## config.mk

```make
export PLATFORM = sky130hd
export DESIGN_NAME = run_mode_sequencer_with_fault_lockout
export DESIGN_NICKNAME = d
export VERILOG_FILES = /design/src/rtl/rmsfl_pkg.sv /design/src/rtl/rmsfl_ctrl.sv /design/src/rtl/rmsfl_dp.sv /design/src/rtl/run_mode_sequencer_with_fault_lockout.sv
export SDC_FILE = /design/constraint.sdc
export NUM_CORES = 1
export LEC_CHECK = 0
export BUFFER_PORTS_ARGS = -buffer_cell sky130_fd_sc_hd__buf_2
export CAP_MARGIN = 20
export CORE_MARGIN = 5
export CORE_UTILIZATION = 56
export DETAILED_ROUTE_END_ITERATION = 10
export HOLD_SLACK_MARGIN = 0.03
export PLACE_DENSITY = 0.81
export SYNTH_ARGS = -nofsm -noshare
export SYNTH_HDL_FRONTEND = slang
export SYNTH_SLANG_ARGS = --single-unit
```

## constraint.sdc

```tcl
create_clock -name clk -period 5.7 [get_ports clk]
set_input_delay 0.57 -clock clk [delete_from_list [all_inputs] [get_ports clk]]
set_output_delay 0.57 -clock clk [all_outputs]
set_load 0.05 [all_outputs]
```

## src/rtl/rmsfl_pkg.sv

```systemverilog
// rmsfl_pkg: shared types and constants of the run mode sequencer
// mode and message codes, register indexes, reset values, control/status structs
// no dependencies
package rmsfl_pkg;

	// mode codes
	localparam logic [1:0] MODE_BOOT    = 2'd0;
	localparam logic [1:0] MODE_READY   = 2'd1;
	localparam logic [1:0] MODE_RUNNING = 2'd2;
	localparam logic [1:0] MODE_FAULT   = 2'd3;

	// message codes
	localparam logic [2:0] MSG_BOOTING     = 3'd0;
	localparam logic [2:0] MSG_READY       = 3'd1;
	localparam logic [2:0] MSG_ACTIVE      = 3'd2;
	localparam logic [2:0] MSG_RECOVERING  = 3'd3;
	localparam logic [2:0] MSG_UNAVAILABLE = 3'd4;

	// configuration register indexes
	localparam int CFG_IDX_W = 3;
	localparam logic [CFG_IDX_W-1:0] REG_BOOT_TIME     = 3'd0;
	localparam logic [CFG_IDX_W-1:0] REG_RECOVERY_TIME = 3'd1;
	localparam logic [CFG_IDX_W-1:0] REG_TICK_PERIOD   = 3'd2;
	localparam logic [CFG_IDX_W-1:0] REG_BOX_LEFT      = 3'd3;
	localparam logic [CFG_IDX_W-1:0] REG_BOX_RIGHT     = 3'd4;
	localparam logic [CFG_IDX_W-1:0] REG_BOX_TOP       = 3'd5;
	localparam logic [CFG_IDX_W-1:0] REG_BOX_BOTTOM    = 3'd6;

	// register reset values
	localparam logic [31:0] BOOT_TIME_RST     = 32'd500;
	localparam logic [31:0] RECOVERY_TIME_RST = 32'd500;
	localparam logic [15:0] TICK_PERIOD_RST   = 16'd100;
	localparam logic [11:0] BOX_LEFT_RST      = 12'd60;
	localparam logic [11:0] BOX_RIGHT_RST     = 12'd260;
	localparam logic [11:0] BOX_TOP_RST       = 12'd175;
	localparam logic [11:0] BOX_BOTTOM_RST    = 12'd230;

	// divider: one quotient bit per step
	localparam int DIV_STEPS = 32;
	localparam int DIV_CNT_W = $clog2(DIV_STEPS);

	// commands from the controller to the datapath
	typedef struct packed {
		logic load;      // item accepted, update mode state
		logic div_init;  // start dividing elapsed time by the tick period
		logic div_step;  // one quotient bit
		logic out_load;  // commit ticks and load the result register
	} cmd_t;

	// status from the datapath to the controller
	typedef struct packed {
		logic need_div;  // running with at least one whole period elapsed
	} status_t;

endpackage

```

## src/rtl/rmsfl_ctrl.sv

```systemverilog
// rmsfl_ctrl: sequencing state machine for one item at a time
// drives datapath commands, owns the input ready and the result valid
// depends on rmsfl_pkg
module rmsfl_ctrl (
	input  logic                clk,
	input  logic                arst_n,
	input  logic                in_valid,
	output logic                in_ready,
	output logic                out_valid,
	input  logic                out_ready,
	input  rmsfl_pkg::status_t  status,
	output rmsfl_pkg::cmd_t     cmd
);

	localparam logic [1:0] ST_IDLE = 2'd0;
	localparam logic [1:0] ST_CALC = 2'd1;
	localparam logic [1:0] ST_DIV  = 2'd2;
	localparam logic [1:0] ST_DONE = 2'd3;

	logic [1:0] state_q;
	logic [1:0] state_d;
	logic [rmsfl_pkg::DIV_CNT_W-1:0] cnt_q;
	logic out_valid_q;
	logic slot_free;

	assign in_ready  = (state_q == ST_IDLE);
	assign out_valid = out_valid_q;
	assign slot_free = !out_valid_q || out_ready;

	// next state and commands
	always_comb begin
		state_d = state_q;
		cmd = '0;
		case (state_q)
			ST_IDLE: begin
				if (in_valid) begin
					cmd.load = 1'b1;
					state_d = ST_CALC;
				end
			end
			ST_CALC: begin
				if (status.need_div) begin
					cmd.div_init = 1'b1;
					state_d = ST_DIV;
				end else begin
					state_d = ST_DONE;
				end
			end
			ST_DIV: begin
				cmd.div_step = 1'b1;
				if (cnt_q == rmsfl_pkg::DIV_CNT_W'(rmsfl_pkg::DIV_STEPS - 1)) begin
					state_d = ST_DONE;
				end
			end
			ST_DONE: begin
				if (slot_free) begin
					cmd.out_load = 1'b1;
					state_d = ST_IDLE;
				end
			end
			default: begin
				state_d = ST_IDLE;
			end
		endcase
	end

	// state, step counter and result valid
	always_ff @(posedge clk or negedge arst_n) begin
		if (!arst_n) begin
			state_q <= ST_IDLE;
			cnt_q <= '0;
			out_valid_q <= 1'b0;
		end else begin
			state_q <= state_d;
			if (cmd.div_init) begin
				cnt_q <= '0;
			end else if (cmd.div_step) begin
				cnt_q <= cnt_q + 1'b1;
			end
			if (cmd.out_load) begin
				out_valid_q <= 1'b1;
			end else if (out_ready) begin
				out_valid_q <= 1'b0;
			end
		end
	end

endmodule

```

## src/rtl/rmsfl_dp.sv

```systemverilog
// rmsfl_dp: configuration registers, mode state, tick divider and result register
// acts on commands from rmsfl_ctrl
// depends on rmsfl_pkg
module rmsfl_dp (
	input  logic                                clk,
	input  logic                                arst_n,
	input  logic                                cfg_we,
	input  logic [rmsfl_pkg::CFG_IDX_W-1:0]     cfg_index,
	input  logic [31:0]                         cfg_data,
	input  logic [31:0]                         now_time,
	input  logic                                sensor_ok,
	input  logic                                touch_pressed,
	input  logic [11:0]                         touch_x,
	input  logic [11:0]                         touch_y,
	input  rmsfl_pkg::cmd_t                     cmd,
	output rmsfl_pkg::status_t                  status,
	output logic [1:0]                          mode,
	output logic                                btn_enable,
	output logic [2:0]                          message_code,
	output logic [31:0]                         tick_total
);

	// configuration
	logic [31:0] boot_time_q;
	logic [31:0] recovery_time_q;
	logic [15:0] tick_period_q;
	logic [11:0] box_left_q;
	logic [11:0] box_right_q;
	logic [11:0] box_top_q;
	logic [11:0] box_bottom_q;

	// block state
	logic [1:0]  mode_q;
	logic [31:0] rec_start_q;
	logic        was_pressed_q;
	logic [31:0] last_tick_q;
	logic [31:0] tick_count_q;

	// item held while dividing
	logic [31:0] now_q;
	logic        ok_q;

	// divider
	logic [31:0] dvd_q;
	logic [15:0] rem_q;
	logic        div_done_q;
	logic [16:0] trial;
	logic        trial_ge;

	// mode update terms
	logic [1:0]  mode_d;
	logic [31:0] rec_start_d;
	logic        start_run;
	logic        in_box;
	logic        press_edge;
	logic [31:0] rec_elapsed;
	logic [31:0] run_elapsed;
	logic [31:0] tick_next;
	logic        en_d;
	logic [2:0]  msg_d;

	// configuration writes, unknown indexes ignored
	always_ff @(posedge clk or negedge arst_n) begin
		if (!arst_n) begin
			boot_time_q <= rmsfl_pkg::BOOT_TIME_RST;
			recovery_time_q <= rmsfl_pkg::RECOVERY_TIME_RST;
			tick_period_q <= rmsfl_pkg::TICK_PERIOD_RST;
			box_left_q <= rmsfl_pkg::BOX_LEFT_RST;
			box_right_q <= rmsfl_pkg::BOX_RIGHT_RST;
			box_top_q <= rmsfl_pkg::BOX_TOP_RST;
			box_bottom_q <= rmsfl_pkg::BOX_BOTTOM_RST;
		end else if (cfg_we) begin
			case (cfg_index)
				rmsfl_pkg::REG_BOOT_TIME:     boot_time_q <= cfg_data;
				rmsfl_pkg::REG_RECOVERY_TIME: recovery_time_q <= cfg_data;
				rmsfl_pkg::REG_TICK_PERIOD:   tick_period_q <= cfg_data[15:0];
				rmsfl_pkg::REG_BOX_LEFT:      box_left_q <= cfg_data[11:0];
				rmsfl_pkg::REG_BOX_RIGHT:     box_right_q <= cfg_data[11:0];
				rmsfl_pkg::REG_BOX_TOP:       box_top_q <= cfg_data[11:0];
				rmsfl_pkg::REG_BOX_BOTTOM:    box_bottom_q <= cfg_data[11:0];
				default: begin
				end
			endcase
		end
	end

	// health, recovery, boot and button toggle from the accepted item
	always_comb begin
		rec_elapsed = now_time - rec_start_q;
		in_box = (touch_x >= box_left_q) && (touch_x <= box_right_q) &&
			(touch_y >= box_top_q) && (touch_y <= box_bottom_q);
		press_edge = touch_pressed && !was_pressed_q;
		mode_d = mode_q;
		rec_start_d = rec_start_q;
		start_run = 1'b0;
		if (!sensor_ok) begin
			mode_d = rmsfl_pkg::MODE_FAULT;
			rec_start_d = '0;
		end else if (mode_q == rmsfl_pkg::MODE_FAULT) begin
			if (rec_start_q == '0) begin
				rec_start_d = now_time;
			end else if (rec_elapsed >= recovery_time_q) begin
				mode_d = rmsfl_pkg::MODE_READY;
				rec_start_d = '0;
			end
		end else if (mode_q == rmsfl_pkg::MODE_BOOT && now_time >= boot_time_q) begin
			mode_d = rmsfl_pkg::MODE_READY;
		end
		if (press_edge && sensor_ok && in_box) begin
			if (mode_d == rmsfl_pkg::MODE_READY) begin
				mode_d = rmsfl_pkg::MODE_RUNNING;
				start_run = 1'b1;
			end else if (mode_d == rmsfl_pkg::MODE_RUNNING) begin
				mode_d = rmsfl_pkg::MODE_READY;
			end
		end
	end

	// whole periods are counted only while running
	assign run_elapsed = now_q - last_tick_q;
	assign status.need_div = (mode_q == rmsfl_pkg::MODE_RUNNING) && (tick_period_q != '0) &&
		(run_elapsed >= {16'd0, tick_period_q});

	// restoring divider step
	assign trial = {rem_q, dvd_q[31]};
	assign trial_ge = trial >= {1'b0, tick_period_q};

	always_ff @(posedge clk) begin
		if (cmd.load) begin
			now_q <= now_time;
			ok_q <= sensor_ok;
		end
		if (cmd.div_init) begin
			dvd_q <= run_elapsed;
			rem_q <= '0;
		end else if (cmd.div_step) begin
			if (trial_ge) begin
				rem_q <= 16'(trial - {1'b0, tick_period_q});
				dvd_q <= {dvd_q[30:0], 1'b1};
			end else begin
				rem_q <= trial[15:0];
				dvd_q <= {dvd_q[30:0], 1'b0};
			end
		end
	end

	// tick total and result fields
	assign tick_next = div_done_q ? (tick_count_q + dvd_q) : tick_count_q;

	always_comb begin
		case (mode_q)
			rmsfl_pkg::MODE_BOOT: begin
				en_d = 1'b0;
				msg_d = rmsfl_pkg::MSG_BOOTING;
			end
			rmsfl_pkg::MODE_READY: begin
				en_d = 1'b1;
				msg_d = rmsfl_pkg::MSG_READY;
			end
			rmsfl_pkg::MODE_RUNNING: begin
				en_d = 1'b1;
				msg_d = rmsfl_pkg::MSG_ACTIVE;
			end
			default: begin
				en_d = 1'b0;
				msg_d = ok_q ? rmsfl_pkg::MSG_RECOVERING : rmsfl_pkg::MSG_UNAVAILABLE;
			end
		endcase
	end

	// block state
	always_ff @(posedge clk or negedge arst_n) begin
		if (!arst_n) begin
			mode_q <= rmsfl_pkg::MODE_BOOT;
			rec_start_q <= '0;
			was_pressed_q <= 1'b0;
			last_tick_q <= '0;
			tick_count_q <= '0;
			div_done_q <= 1'b0;
		end else begin
			if (cmd.load) begin
				mode_q <= mode_d;
				rec_start_q <= rec_start_d;
				was_pressed_q <= touch_pressed;
				div_done_q <= 1'b0;
				if (start_run) begin
					last_tick_q <= now_time;
				end
			end else if (cmd.div_init) begin
				div_done_q <= 1'b1;
			end else if (cmd.out_load && div_done_q) begin
				// last + q * period equals now - remainder
				tick_count_q <= tick_next;
				last_tick_q <= now_q - {16'd0, rem_q};
			end
		end
	end

	// result register
	always_ff @(posedge clk) begin
		if (cmd.out_load) begin
			mode <= mode_q;
			btn_enable <= en_d;
			message_code <= msg_d;
			tick_total <= tick_next;
		end
	end

endmodule

```

## src/rtl/run_mode_sequencer_with_fault_lockout.sv

```systemverilog
// run_mode_sequencer_with_fault_lockout: top level of the run mode sequencer
// joins rmsfl_ctrl and rmsfl_dp
// depends on rmsfl_pkg, rmsfl_ctrl, rmsfl_dp
//
// usage
// - input channel (in_valid/in_ready) takes one time-stamped update: now_time,
//   sensor_ok, touch_pressed, touch_x, touch_y
// - output channel (out_valid/out_ready) gives one result per update: mode,
//   btn_enable, message_code, tick_total
// - configuration is a plain write port (cfg_we, cfg_index, cfg_data), written
//   while the block is idle; indexes past the last register are ignored
// - one item at a time: an accepted update passes a calc step, then a done step
//   that loads the result register; while running with a whole tick period
//   elapsed the 32 step restoring divider runs between those two steps
// - in_ready is high only between items; the result sits in an output register,
//   so the next item is accepted while it waits, and that item holds in its
//   final step until the register frees up
// - reset puts the block in boot with zero ticks and the registers at their
//   default values; no item is in flight afterwards
module run_mode_sequencer_with_fault_lockout (
	input  logic                             clk,
	input  logic                             arst_n,
	input  logic                             cfg_we,
	input  logic [rmsfl_pkg::CFG_IDX_W-1:0]  cfg_index,
	input  logic [31:0]                      cfg_data,
	input  logic                             in_valid,
	output logic                             in_ready,
	input  logic [31:0]                      now_time,
	input  logic                             sensor_ok,
	input  logic                             touch_pressed,
	input  logic [11:0]                      touch_x,
	input  logic [11:0]                      touch_y,
	output logic                             out_valid,
	input  logic                             out_ready,
	output logic [1:0]                       mode,
	output logic                             btn_enable,
	output logic [2:0]                       message_code,
	output logic [31:0]                      tick_total
);

	rmsfl_pkg::cmd_t    cmd;
	rmsfl_pkg::status_t status;

	// sequencing
	rmsfl_ctrl u_ctrl (
		.clk       (clk),
		.arst_n    (arst_n),
		.in_valid  (in_valid),
		.in_ready  (in_ready),
		.out_valid (out_valid),
		.out_ready (out_ready),
		.status    (status),
		.cmd       (cmd)
	);

	// state and arithmetic
	rmsfl_dp u_dp (
		.clk            (clk),
		.arst_n         (arst_n),
		.cfg_we         (cfg_we),
		.cfg_index      (cfg_index),
		.cfg_data       (cfg_data),
		.now_time       (now_time),
		.sensor_ok      (sensor_ok),
		.touch_pressed  (touch_pressed),
		.touch_x        (touch_x),
		.touch_y        (touch_y),
		.cmd            (cmd),
		.status         (status),
		.mode           (mode),
		.btn_enable     (btn_enable),
		.message_code   (message_code),
		.tick_total     (tick_total)
	);

endmodule

```

; ---- Word-level counts from Yosys, hierarchy flattened
; Cells that the tools add are included.
[totals]
register_bits = 355
latch_bits = 0
ramBits = 0
romBits = 0
output_inout_bits = 40
n_memories = 0
[op_classes]
addsub = 6
mul = 0
div = 0
order_cmp = 8
n_eq_ne = 22
n_shift = 0
n_mux = 44
n_bitwise = 2
reduce_logical = 34
[op_table]
columns = operator, n
row1 = $mux 32, 11
row2 = $ge 32x32->1, 2
row3 = $sub 32x32->32, 2
row4 = $add 32x32->32, 1
row5 = $ge 32x16->1, 1
row6 = $logic_not 32->1, 1
row7 = $sub 32x16->32, 1
row8 = $ge 12x12->1, 2
row9 = $le 12x12->1, 2
row10 = $mux 2, 11
row11 = $ge 17x16->1, 1
row12 = $mux 1, 16
row13 = $mux 16, 1
row14 = $reduce_bool 16->1, 1
row15 = $sub 16x16->16, 1
row16 = $reduce_and 2->1, 7
row17 = $reduce_and 3->1, 4
row18 = $eq 2x2->1 const B, 5
row19 = $logic_and 1x1->1, 10
row20 = $mux 5, 2
row21 = $ne 2x1->1 const B, 5
row22 = $eq 3x3->1 const B, 3
row23 = $pmux 3 s3, 1
row24 = $pmux 2 s4, 1
row25 = other kinds (15), 24

; ---- Longest topological paths before layout
[depth]
ltp_word = 11
depth_mapped = 27
depth_no_buf = 26

; ---- Cells and area by module
; Synthesis repeated with hierarchy kept, for this count alone.
[unflattened]
hier_cells = 2469
hier_area_um2 = 23850.4
[modules_own_cells]
columns = module, instances, cells_each, area_per_inst_um2, seq_area_each_um2
row1 = rmsfl_dp, 1, 2424, 23346.1, 9158.8
row2 = rmsfl_ctrl, 1, 45, 504.2, 200.2

; ---- Least setup slack after synthesis
; OpenSTA, ideal clock, no wires.
[synth_timing]
kind = flip-flop to flip-flop
startpoint = register u_dp.now_q[8]
endpoint = register u_dp.dvd_q[0] (enable)
setup_ns = 0.466
arrival_time_ns = 5.291
required_time_ns = 5.234
slack_ns = -0.057
stages_incl_launch_ff = 16
n_path_buf = 0
period_less_slack_ns = 5.757
path_cell_list = edfxtp_1 > ha_1 > a21o_1 > a221oi_1 > a21bo_2 > and2_1 > o21ai_0 > xnor2_1 > ha_1 > o2111a_1 > nand4_1 > o211ai_1 > a2111oi_1 > nand4_1 > nor4b_4 > o21ai_0
[synth_via]
elab_chain_len = 6
[synth_rtl]
columns = element, line_no
row1 = "start, declared", rmsfl_dp.sv:40  ; logic [31:0] now_q;
row2 = "start signal, assigned", rmsfl_dp.sv:130  ; now_q <= now_time;
row3 = $sub 32x32->32, rmsfl_dp.sv:120  ; assign run_elapsed = now_q - last_tick_q;
row4 = $ge 32x16->1, rmsfl_dp.sv:122  ; (run_elapsed >= {16'd0, tick_period_q});
row5 = $logic_and 1x1->1, rmsfl_dp.sv:121  ; assign status.need_div = (mode_q == rmsfl_pkg::MODE_RUNNING) && (tick_period_q != '0) &&
row6 = $mux 1, rmsfl_ctrl.sv:42  ; if (status.need_div) begin
row7 = $mux 1, rmsfl_ctrl.sv:34  ; case (state_q)
row8 = $reduce_bool 2->1 (no line), --
row9 = "end signal, assigned", rmsfl_dp.sv:134  ; dvd_q <= run_elapsed;
row10 = "end signal, assigned", rmsfl_dp.sv:139  ; dvd_q <= {dvd_q[30:0], 1'b1};
row11 = "end signal, assigned", rmsfl_dp.sv:142  ; dvd_q <= {dvd_q[30:0], 1'b0};
row12 = "end, declared", rmsfl_dp.sv:44  ; logic [31:0] dvd_q;
; Every way passes these cells.
; A chain may end at the register's enable or synchronous reset.

; ---- Worst setup path after layout
[layout_timing]
startpoint = register u_dp.rec_start_q[12]
endpoint = register u_dp.last_tick_q[19]
[layout_via]
elab_chain_len = 11
word_cells_on_any_way = 12
classes_between = add/sub (1) / order compare (1) / eq/ne (2) / mux (6) / reduce/logical (2)
[layout_rtl]
columns = element, line_no
row1 = "start, declared", rmsfl_dp.sv:34  ; logic [31:0] rec_start_q;
row2 = "start signal, assigned", rmsfl_dp.sv:183  ; rec_start_q <= rec_start_d;
row3 = $sub 32x32->32, rmsfl_dp.sv:89  ; rec_elapsed = now_time - rec_start_q;
row4 = $ge 32x32->1, rmsfl_dp.sv:102  ; end else if (rec_elapsed >= recovery_time_q) begin
row5 = $mux 2, rmsfl_dp.sv:102
row6 = $mux 2 *, rmsfl_dp.sv:100  ; if (rec_start_q == '0) begin
row7 = $mux 2 *, rmsfl_dp.sv:99  ; end else if (mode_q == rmsfl_pkg::MODE_FAULT) begin
row8 = $mux 2 *, rmsfl_dp.sv:96  ; if (!sensor_ok) begin
row9 = $eq 2x1->1 *, rmsfl_dp.sv:110  ; if (mode_d == rmsfl_pkg::MODE_READY) begin
row10 = $mux 1 *, rmsfl_dp.sv:110
row11 = $mux 1 *, rmsfl_dp.sv:109  ; if (press_edge && sensor_ok && in_box) begin
row12 = $ne 2x1->1 (no line) *, --
row13 = $reduce_and 3->1 (no line) *, --
row14 = "end signal, assigned", rmsfl_dp.sv:187  ; last_tick_q <= now_time;
row15 = "end signal, assigned", rmsfl_dp.sv:194  ; last_tick_q <= now_q - {16'd0, rem_q};
row16 = "end, declared", rmsfl_dp.sv:36  ; logic [31:0] last_tick_q;
; Mark *: on every way between the ends. The rest lies on a longest branch, timed or not.

==> results by group <==
Outcome
  • Status: completed

Worst setup path
  • Worst R2R Start: u_dp.rec_start_q[12]
  • WP data required: roughly 6 ns
  • CP max FO: 6
  • Setup CP Type: reg2reg
  • R2R setup slack: ~0.21 ns
  • Critical R2R Capture: u_dp.last_tick_q[19]
  • Worst setup EP type: flop
  • Worst r2r path cells: 26
  • Worst Path Arrival: around 6 ns
  • Critical Path Start Type: flop

Finish
  • Commonest non-fill, non-tap cell in the layout: ha_1
  • Nets@finish: 2923
  • Most frequent cells in the layout: 262 x ha_1, 249 x inv_1, 204 x dfrtp_1
  • Multi-input gate area: 0.0131 sq mm
  • Area Overhead vs Synth: 13.1%
  • Final instance area: 0.0266 sq mm
  • Register area: 0.00936 sq mm
  • Layout Utilization: 0.637
  • Share of cells above drive strength 1: 0.170
  • Post-Layout Cell Count: 3129
  • Fillcell total: around 3.2k

Die
  • Row count: between 70 and 80
  • IO Count: around 140
  • Die Wd: ~220 um
  • Core ar.: roughly 0.042 sq mm
  • Total die area: approximately 0.046 sq mm
  • Die Ht: 215 um
  • Initial core utilization: 0.564

Timing
  • Slew headroom: 0.315
  • Least-Margin Pin Slew: 1.03 ns
  • Final setup fails: 0
  • Min Hold Slack: around 0.015 ns
  • Setup TNS: 0 ns
  • Min Tclk post-route: between 5 and 6 ns
  • Final clock skew: approximately 0.021 ns
  • FMAX: about 180 MHz
  • Final hold vios: 0
  • Setup ws final: approximately 0.21 ns
  • Slew Viols, Final: 0
  • Final Cycle Share: 0.962

Drt
  • # DRC: 0
  • Routed wire per std cell: between 15 and 20 um
  • Vias/cell: ~5.9
  • Routed Antenna Nets: 0
  • Number of DRC markers in iteration 0: around 1.5k
  • Routed vias: about 18k
  • Final wirelength: 58.3 mm
  • DR pass1 iterations: 6

Min path
  • Worst Hold Class: in2async

CTS
  • CTS Sinks: 355
  • Clock root buffer master: clkbuf_16
  • Worst-Skew Late Latency: ~0.56 ns
  • Num CTS Buffers: 40
  • # hold bufs at CTS: 0
  • Worst-case clock buffer depth: 3
  • CTS tree: yes
  • # H-tree levels: 2
  • Clk pin slew, worst setup/hold paths: around 0.060 ns

Synth
  • Post-synthesis cell count: 2386
  • Avg Cell Area, Syn: 9.87 sq um
  • Prevailing post-synth register cell: dfrtp_1
  • Yosys reg bits: ~360
  • Register area share after synthesis: 0.398
  • Mapped Nets: 2752
  • Synth unique cells: between 80 and 90
  • YS warnings: 0
  • Mapped cell area: roughly 0.024 sq mm
  • Ys async rst share: 0.665
  • Post-synth EDFFs: 103

Power and ir drop
  • Power Density: 597 mW/mm^2
  • Tot Pwr: 15.9 mW
  • Leakage power total: 11.9 nW
  • Max IR drop VDD: 311 uV

Flow run
  • Max Cap Viol: 0

Placement
  • Pre-CTS setup slack: -0.157 ns
  • Placed cell count: 3035
  • HPWL Detailed: roughly 43 mm
  • GP Congestion: 0.941
  • IO Port Bufs: ~140
  • Placed Area: approximately 0.025 sq mm

Global routing
  • First-pass GRT wire length: 93.5 mm
  • Pin count of the biggest net entering global routing: 119
  • Gr usage total: 0.243
  • Congestion Overflow GR: 0
  • Initial antenna violation count: 1
  • Vias in the first global route: approximately 18k
where the power goes:
| group | leakage (nW) | total [mW] | switching [mW] | internal, mW |
|---|---|---|---|---|
| registers | 3.92 | 4.24 | 0.544 | 3.70 |
| clock network | 0.653 | 2.68 | 1.06 | 1.61 |
| logic | 7.37 | 8.96 | 5.13 | 3.83 |
cells in the mapped netlist (12+ instances only):
library cell	number	area (sq um)
o21a_1	22	165
nand2_1	177	664
edfxtp_1	103	3090
dfstp_2	32	841
a21o_1	80	601
xor2_1	41	359
dfrtp_1	204	5100
or3_1	16	100
clkbuf_1	50	188
o21ai_0	193	966
mux2i_1	33	330
ha_1	263	3290
nand2b_1	29	181
inv_1	250	938
nor3_1	28	140
nor4_1	21	131
nand3_1	32	160
a21oi_1	127	636
a31oi_1	16	100
nor2b_1	26	163
xnor2_1	77	674
o31ai_1	13	97.6
a211oi_1	32	240
mux2_2	102	1150
and3_1	12	75.1
mux2_1	39	439
nand4_1	29	181
dfxtp_1	16	320
a22o_1	32	280
nor2_1	119	447
metal layers:
layer	share of wire	wire, um	GRT usage	vias to the layer above
met5	0	0	0	-
met4	0.029	1660	0.0738	0
met3	0.055	3210	0.0317	121
met2	0.47	27500	0.409	594
met1	0.44	25900	0.331	8862
li1	-	-	-	8894
cells by family after synthesis:
kind of cell	count (synthesis)	synth area share
AOI/OAI and AO/OA	615	0.169
and+or+nand+nor	539	0.112
adders and majority gates	268	0.144
xor gates and xnor gates	118	0.0439
buffers and inverters	317	0.0529
muxes	174	0.0815
DFF	355	0.398
sequential cells by signal, indices dropped and copies added (netlist names), 2 cells and up:
name	cells
u_dp.box_top_q	12
u_dp.tick_total	32
u_dp.last_tick_q	32
u_dp.mode	2
u_dp.message_code	3
u_dp.dvd_q	32
u_dp.boot_time_q	32
u_dp.tick_period_q	16
u_ctrl.state_q	2
u_dp.box_right_q	12
u_dp.now_q	32
u_dp.rem_q	16
u_dp.box_bottom_q	12
u_dp.rec_start_q	32
u_dp.recovery_time_q	32
u_dp.mode_q	2
u_dp.box_left_q	12
u_dp.tick_count_q	32
u_ctrl.cnt_q	5
worst max path at each step:
stage          slack [ns]                   end                 start
3_3_place_gp       0.0005   u_dp.last_tick_q[5]           now_time[1]
2_1_floorplan        0.39  u_dp.last_tick_q[30]           now_time[1]
4_1_cts              0.06  u_dp.last_tick_q[30]   u_dp.rec_start_q[1]
5_1_grt             -0.04  u_dp.last_tick_q[19]   u_dp.rec_start_q[0]
6_report             0.21  u_dp.last_tick_q[19]  u_dp.rec_start_q[12]
3_5_place_dp        -0.16   u_dp.last_tick_q[5]           now_time[0]
worst max-delay path, cell delays in order, from the launching register on:
cell and delay (ns):
dfrtp_1 0.40, inv_1 0.07, ha_1 0.35, a21o_1 0.19, a21o_1 0.16, a21oi_1 0.24, o221ai_1 0.18, a31oi_1 0.26
o41ai_4 0.13, buf_4 0.15, a41oi_1 0.24, nor2b_2 0.20, o21ai_1 0.09, xor2_1 0.19, ha_1 0.32, a21o_1 0.18
a21o_1 0.18, a21oi_2 0.12, and3_1 0.16, o21ai_0 0.08, a221o_1 0.41, a31oi_1 0.18, buf_4 0.15, o31ai_4 0.07
buf_4 0.18, clkbuf_16 0.16, mux2_1 0.33
what timing repair did:
action,4_1_cts,5_1_grt
gates resized for setup,0,24
endpoints found under the setup margin,0,92
buffers inserted,0,16
layout make-up:
class | count | share of cell area
Clock inverter | 23 | 0.0106
Tap cell | 539 | 0.0253
Timing Repair Buffer | 195 | 0.0456
Clock buffer | 51 | 0.0403
Antenna cell | 1 | 0.0000940
Sequential cell | 355 | 0.352
Inverter | 251 | 0.0354
Multi-Input combinational cell | 1714 | 0.491
No activity file was read; power rests on OpenSTA's default activity.
